--- config.mk ---
export PLATFORM = sky130hd
export DESIGN_NAME = ssur_cell
export DESIGN_NICKNAME = d
export VERILOG_FILES = /design/src/rtl/sine_shaper_unit_range_defines.svh /design/src/rtl/ssur_pkg.sv /design/src/rtl/ssur_cell.sv
export SDC_FILE = /design/constraint.sdc
export NUM_CORES = 2
export LEC_CHECK = 0
export BUFFER_PORTS_ARGS = -buffer_cell sky130_fd_sc_hd__buf_2
export CELL_PAD_IN_SITES_DETAIL_PLACEMENT = 2
export CELL_PAD_IN_SITES_GLOBAL_PLACEMENT = 2
export CORE_MARGIN = 5
export CORE_UTILIZATION = 35
export CTS_BUF_LIST = sky130_fd_sc_hd__clkbuf_2 sky130_fd_sc_hd__clkbuf_4 sky130_fd_sc_hd__clkbuf_8
export DETAILED_ROUTE_END_ITERATION = 16
export PLACE_DENSITY_LB_ADDON = 0.1
export SETUP_SLACK_MARGIN = 0.1
export SYNTH_ARGS = -nofsm -noshare
export SYNTH_HDL_FRONTEND = slang
export SYNTH_SLANG_ARGS = --single-unit
--- constraint.sdc ---
create_clock -name i_clk -period 19.8 [get_ports i_clk]
set_input_delay 0.99 -clock i_clk [delete_from_list [all_inputs] [get_ports i_clk]]
set_output_delay 0.99 -clock i_clk [all_outputs]
set_load 0.1 [all_outputs]
--- src/rtl/sine_shaper_unit_range_defines.svh ---
// assertion macros for the sine shaper
`ifndef SINE_SHAPER_UNIT_RANGE_DEFINES_SVH
`define SINE_SHAPER_UNIT_RANGE_DEFINES_SVH

`ifndef NO_ASSERTIONS
// combinational implication, checked at every edge out of reset
`define SSUR_ASSERT_NOW(label, clk, rst_n, ante, cons) \
    label: assert property (@(posedge clk) disable iff (!(rst_n)) (ante) |-> (cons)) \
        else $error("sine shaper check failed");
// implication whose consequence is checked in the following cycle
`define SSUR_ASSERT_NEXT(label, clk, rst_n, ante, cons) \
    label: assert property (@(posedge clk) disable iff (!(rst_n)) (ante) |=> (cons)) \
        else $error("sine shaper check failed");
`else
`define SSUR_ASSERT_NOW(label, clk, rst_n, ante, cons)
`define SSUR_ASSERT_NEXT(label, clk, rst_n, ante, cons)
`endif

`endif

--- src/rtl/ssur_pkg.sv ---
package ssur_pkg;

    localparam int unsigned POS_W    = 17;
    localparam int unsigned CYC_W    = 15;
    localparam int unsigned VAL_W    = 16;
    localparam int unsigned CFG_W    = 16;
    localparam int unsigned ANG_W    = 24;
    localparam int unsigned QTR_W    = 22;
    localparam int unsigned X_W      = QTR_W + 1;
    localparam int unsigned Q_W      = 31;
    localparam int unsigned MAP_W    = 17;
    localparam int unsigned NUM_CELLS = 4;

    localparam logic [CYC_W-1:0] CYCLES_RST = CYC_W'(256);
    localparam logic [VAL_W-1:0] PHASE_RST  = '0;

    localparam logic [0:0] CFG_CYCLES = 1'b0;
    localparam logic [0:0] CFG_PHASE  = 1'b1;

    localparam logic [Q_W-1:0] Q30_ONE = Q_W'(1073741824);
    localparam logic [Q_W-1:0] COEF_S9 = Q_W'(172272);

    // horner coefficients, first cell to last
    localparam logic [Q_W-1:0] CELL_COEF [NUM_CELLS] = '{
        Q_W'(5026995),
        Q_W'(85569306),
        Q_W'(693598668),
        Q_W'(1686629713)
    };

    localparam logic [MAP_W-1:0] MAPPED_MAX = MAP_W'(65536);
    localparam logic [VAL_W-1:0] VALUE_MAX  = VAL_W'(65535);

    // per-item sideband carried down the pipe
    typedef struct packed {
        logic             neg;
        logic             head;
        logic [VAL_W-1:0] prior;
    } t_side;

endpackage

--- src/rtl/ssur_cell.sv ---
module ssur_cell (
    input  logic                        i_clk,
    input  logic                        i_rst_n,
    input  logic                        i_valid,
    input  ssur_pkg::t_side             i_side,
    input  logic [ssur_pkg::X_W-1:0]    i_x,
    input  logic [ssur_pkg::Q_W-1:0]    i_t2,
    input  logic [ssur_pkg::Q_W-1:0]    i_p,
    input  logic [ssur_pkg::Q_W-1:0]    i_coef,
    input  logic                        i_en,
    output logic                        o_en,
    output logic                        o_valid,
    output ssur_pkg::t_side             o_side,
    output logic [ssur_pkg::X_W-1:0]    o_x,
    output logic [ssur_pkg::Q_W-1:0]    o_t2,
    output logic [ssur_pkg::Q_W-1:0]    o_p
);

    logic                       r_valid;
    ssur_pkg::t_side            r_side;
    logic [ssur_pkg::X_W-1:0]   r_x;
    logic [ssur_pkg::Q_W-1:0]   r_t2;
    logic [ssur_pkg::Q_W-1:0]   r_p;
    logic [2*ssur_pkg::Q_W-1:0] prod;
    logic [ssur_pkg::Q_W-1:0]   n_p;

    // one horner step: p = c - (t2 * p) >> 30
    assign prod = i_t2 * i_p;
    assign n_p  = i_coef - prod[2*ssur_pkg::Q_W-2:ssur_pkg::Q_W-1];
    assign o_en = !r_valid || i_en;

    always_ff @(posedge i_clk) begin
        if (!i_rst_n) begin
            r_valid <= 1'b0;
        end else if (o_en) begin
            r_valid <= i_valid;
        end
    end

    always_ff @(posedge i_clk) begin
        if (o_en && i_valid) begin
            r_side <= i_side;
            r_x    <= i_x;
            r_t2   <= i_t2;
            r_p    <= n_p;
        end
    end

    assign o_valid = r_valid;
    assign o_side  = r_side;
    assign o_x     = r_x;
    assign o_t2    = r_t2;
    assign o_p     = r_p;

endmodule

==> After elaboration in Yosys (flattened, before gate mapping) <==
Index checks and enable logic that the tools add are counted.
{ "totals": {"regBits": 104, "out_inout_bits": 105} }
{ "op_classes": {"n_addsub": 1, "multipliers": 1, "reduce_logical": 3} }
{ "ops": {"columns": ["operator", "count"], "rows": [
  ["multiplier 31 x 31 -> 61 bit", 1],
  ["subtractor 31 bit", 1],
  ["logical AND 1 bit", 1],
  ["logical NOT 1 bit", 1],
  ["logical OR 1 bit", 1]
]} }

==> Logic depth before layout (Yosys ltp) <==
{ "logic_depth": {"word_depth": 3, "mapped_depth": 36, "ltp_nobuf": 35} }

==> Worst setup path before layout <==
OpenSTA, ideal clock, no wires.
{ "synth_timing": {"path_kind": "input -> register", "from": "input i_t2[10] (netlist name)", "to": "register r_p, in the netlist o_p[27] (data pin)", "stages": 34, "arrival_ps": 9115, "slack_ps": 10424, "setup_time_ps": 261, "cell_sequence": "clkbuf_1 > and2_1 > fa_1 > inv_1 > fa_1 > inv_1 > fa_1 > inv_1 > fa_1 > inv_1 > fa_1 > fa_1 > fa_1 > fa_1 > ha_1 > a21oi_2 > o21ai_0 > nor3_1 > nand4_1 > a41oi_1 > o21bai_1 > a211oi_1 > o21ai_1 > xnor2_1 > ha_1 > and4_4 > and3_4 > and3_1 > o211ai_2 > a21oi_2 > o31ai_2 > a211oi_2 > nor4_1 > a311o_1"} }
{ "synth_between": {"elab_chain_cells": 2} }
{ "synth_rtl": {"columns": ["element", "line_no", "rtl"], "rows": [
  ["from (decl)", "ssur_cell.sv:7", "input logic [ssur_pkg::Q_W-1:0] i_t2,"],
  ["multiplier 31 x 31 -> 61 bit", "ssur_cell.sv:28", "assign prod = i_t2 * i_p;"],
  ["subtractor 31 bit", "ssur_cell.sv:29", "assign n_p = i_coef - prod[2*ssur_pkg::Q_W-2:ssur_pkg::Q_W-1];"],
  ["named net n_p (one bit)", "ssur_cell.sv:25", "logic [ssur_pkg::Q_W-1:0] n_p;"],
  ["to (signal assigned)", "ssur_cell.sv:45", "r_p <= n_p;"],
  ["to (decl)", "ssur_cell.sv:23", "logic [ssur_pkg::Q_W-1:0] r_p;"]
]} }
The timed path passes the listed nets, and every way through them passes these cells.
A chain may end at the register's enable or synchronous reset.

==> Final worst setup path <==
Same ends and word-level chain as after synthesis.

==> impl_results.md <==
* Routed Antenna Nets at 0
* Leading area contributor after synthesis: sky130_fd_sc_hd__fa_1
* Number of enable-type register cells in the synthesized netlist at 103
* Total global routing track utilization at 0.241
* Highest signal layer in the routed design: met5
* Number of buffers added for setup after CTS at 0
* Dominant combinational cell family by area after synthesis: adder cells
* Fraction of the mapped netlist area in adder cells at 0.584
* Crit path DAT at roughly 11 ns
* Wire length on met3 at 3870 µm
* Die Height at 324 µm
* Sequential cell area fraction in the yosys report at 0.0900
* Final cell count without fillers at 5012
* Cell seen most often among critical-path stages: sky130_fd_sc_hd__fa_1
* Number of pins with negative max-slew slack in the final report at 0
* Clock insertion delay at the later pin of the skew report at 0.55 ns
* Count of placed standard cells including taps at 4991
* DRC violation count after routing at 0
* Core Rows at about 120
* Critical path data required time at 20.06 ns
* Input/output buffers at 242
* HPWL after detailed placement at 92800 µm
* Post-synthesis simple-gate area fraction at 0.161
* Fraction of the mapped netlist area in compound gates at 0.0426
* Outcome: completed
* Tcrit/Tclk final at 0.554
* Number of vias per cell at ~5.0
* Biggest cell delay along the critical path at 0.54 ns
* Primary FF master, synth: sky130_fd_sc_hd__edfxtp_1
* DRC marker count from the first detailed-route iteration at between 1k and 1.5k
* Global-route wire length before repair at ~190000 µm
* Maximum fanout along the worst path at 32
* Final Critical Period at 10.98 ns
* Post_cts resized at 0
* Final TNS setup at 0 ns
* Syn nets at ~4.9k
* Endpoint type of the worst setup path: register
* RSZ-0062 raised after global routing: no
* Number of cells produced by synthesis at 3610
* Wire length reported by the detailed router at about 120000 µm
* Routed length per instance at 24.8 µm
* Total I/O pin count at 243
* Horizontal extent of the die at 324 µm
* Vias after detailed routing at 25.1k
* Synthesis Warnings at 0
* Transition at the pin with the smallest max-transition slack at around 1.1 ns
* Share of Yosys cell area claimed by the top area cell type at 0.484
* Per-instance average area after synthesis at around 9.6 µm²
* Top cells by count, synth: 836 x sky130_fd_sc_hd__fa_1, 782 x sky130_fd_sc_hd__inv_1, 549 x sky130_fd_sc_hd__nand2_1
* Type of the most critical hold path: register to register
* Number of nets in the final layout at 4965
* Core area at 0.0983 mm²
* Max Cap Viol at 0
* Cell area after technology mapping at 0.0346 mm²
* Area enclosed by the die boundary at 0.105 mm²
* Most frequent cell after synthesis: sky130_fd_sc_hd__fa_1
* Worst rel slew slack at 0.248
* Root buffer cell: sky130_fd_sc_hd__clkbuf_8
* Layout cell share with drive strength beyond 1 at 0.0866
* Clock buffers created by TritonCTS at 9
* Cell with the largest stage delay on the worst path: sky130_fd_sc_hd__fa_1
* Async set-or-reset flop fraction in the synthesized netlist at 0
* Depth of the CTS H-tree at 3
* Final hold viol count at 0
* Unique masters post-synth at 62
* Synthesized-area fraction occupied by xor and xnor cells at 0.0159
* Sinks on the clock net at between 100 and 150
* Leading post-synthesis cells by cell area: sky130_fd_sc_hd__fa_1 48%, sky130_fd_sc_hd__ha_1 10%, sky130_fd_sc_hd__edfxtp_1 8.9%
* Number of buffers inserted for hold repair after clock tree synthesis at 0
* Fmax at 91.1 MHz
* Overflow left after global routing at 0
* Clock tree from TritonCTS: yes
* Met2 wirelength from detailed routing at 65200 µm
* Clock Skews at 0.0302 ns
* Final GP Congestion at 0.810
* Clock transition time at the flip-flop clock pins of the worst setup and hold paths at between 0.1 and 0.15 ns
* Initial standard-cell utilization of the core at 0.352
* Proportion of synthesized area in mux cells at 0.000289
* Number of register bits inferred by synthesis at 104
* Signed area change from the synthesized netlist to the final layout at 7.72%
* Initial antenna violation count at 7
* Largest net degree at the start of global routing at 69
* Number of buffers on the longest clock path at 2
* Met1 Wirelength at 50800 µm
* Kind of start point of the critical path: input pin
* Kind of critical path: input pin to register
* Number of global-route vias before repair at 30.1k
* First-pass iteration count of the detailed router at 5
* Fill cell count at between 10k and 15k
* Final setup viols at 0
==> cells by family after synthesis <==
logic type	count (synthesis)
buf+inv	977
mux	1
simple gates	1129
flops	104
compound gates	224
xor+xnor	63
fa+ha+maj	1112
==> flip-flops by register name (all words and copies together), names as in the netlist <==
register and flops:
o_p 31, o_side 18, o_t2 31, o_valid 1
o_x 23
==> worst paths after layout <==
path                            startpoint      end  slack, ns  cells after the start
worst max-delay path              i_t2[10]  o_p[27]       8.82                     34
worst min-delay path               o_valid  o_valid       0.56                      2
worst max register to register     o_valid  o_p[29]      17.47                      3
worst min register to register     o_valid  o_valid       0.56                      2
==> critical path, delay by kind of cell <==
family | cells | cell delay, ns
simple gates | 7 | 2.07
compound gates | 11 | 2.51
xor+xnor | 1 | 0.13
fa+ha+maj | 10 | 4.80
buf+inv | 5 | 0.70
==> placed cells by master, fill, tap and decap left out, drive strengths merged, types with 4 or more instances in the layout <==
cell type,count
nor4,6
and3,9
nand2,549
diode,5
nand4,19
a211o,4
xnor2,51
a221oi,4
o21ai,39
buf,289
nor2b,6
o211ai,12
ha,276
clkinv,4
clkbuf,9
edfxtp,103
inv,784
and2,455
nand2b,7
o21a,6
nor3,16
a21oi,77
nor2,36
a211oi,12
a31oi,10
nand3,19
o21bai,16
a21o,21
xor2,12
fa,836
==> final cells by class <==
cell class              count  area, µm²  share of cell area
diodes                      5       12.5            0.000336
clock buffers               9        124             0.00332
clock inverters             7        101             0.00272
inverters                 782       2940              0.0788
multi-input cells        2529      27800               0.746
flip-flops and latches    104       3110              0.0835
well taps                1287       1610              0.0432
repair buffers            289       1560              0.0420
==> through the flow <==
step	worst slack, ns	util	hold WS, ns	instance area [µm²]
3_3_place_gp	8.41	0.377	0.539	37000
2_1_floorplan	10.42	-	1.09	34600
6_report	8.82	0.379	0.562	37300
3_5_place_dp	8.25	0.377	0.554	37000
5_1_grt	8.28	0.379	0.582	37300
4_1_cts	8.79	0.379	0.553	37300
==> layer usage <==
| metal | global-route usage | vias to the layer above |
|---|---|---|
| met4 | 0.0846 | 2 |
| met3 | 0.0238 | 155 |
| met1 | 0.298 | 13600 |
| met2 | 0.441 | 465 |
| li1 | - | 10900 |
| met5 | 0 | - |
Power is not shown: default switching activity piles up to over one toggle a cycle in this logic, so the estimate is an artifact.
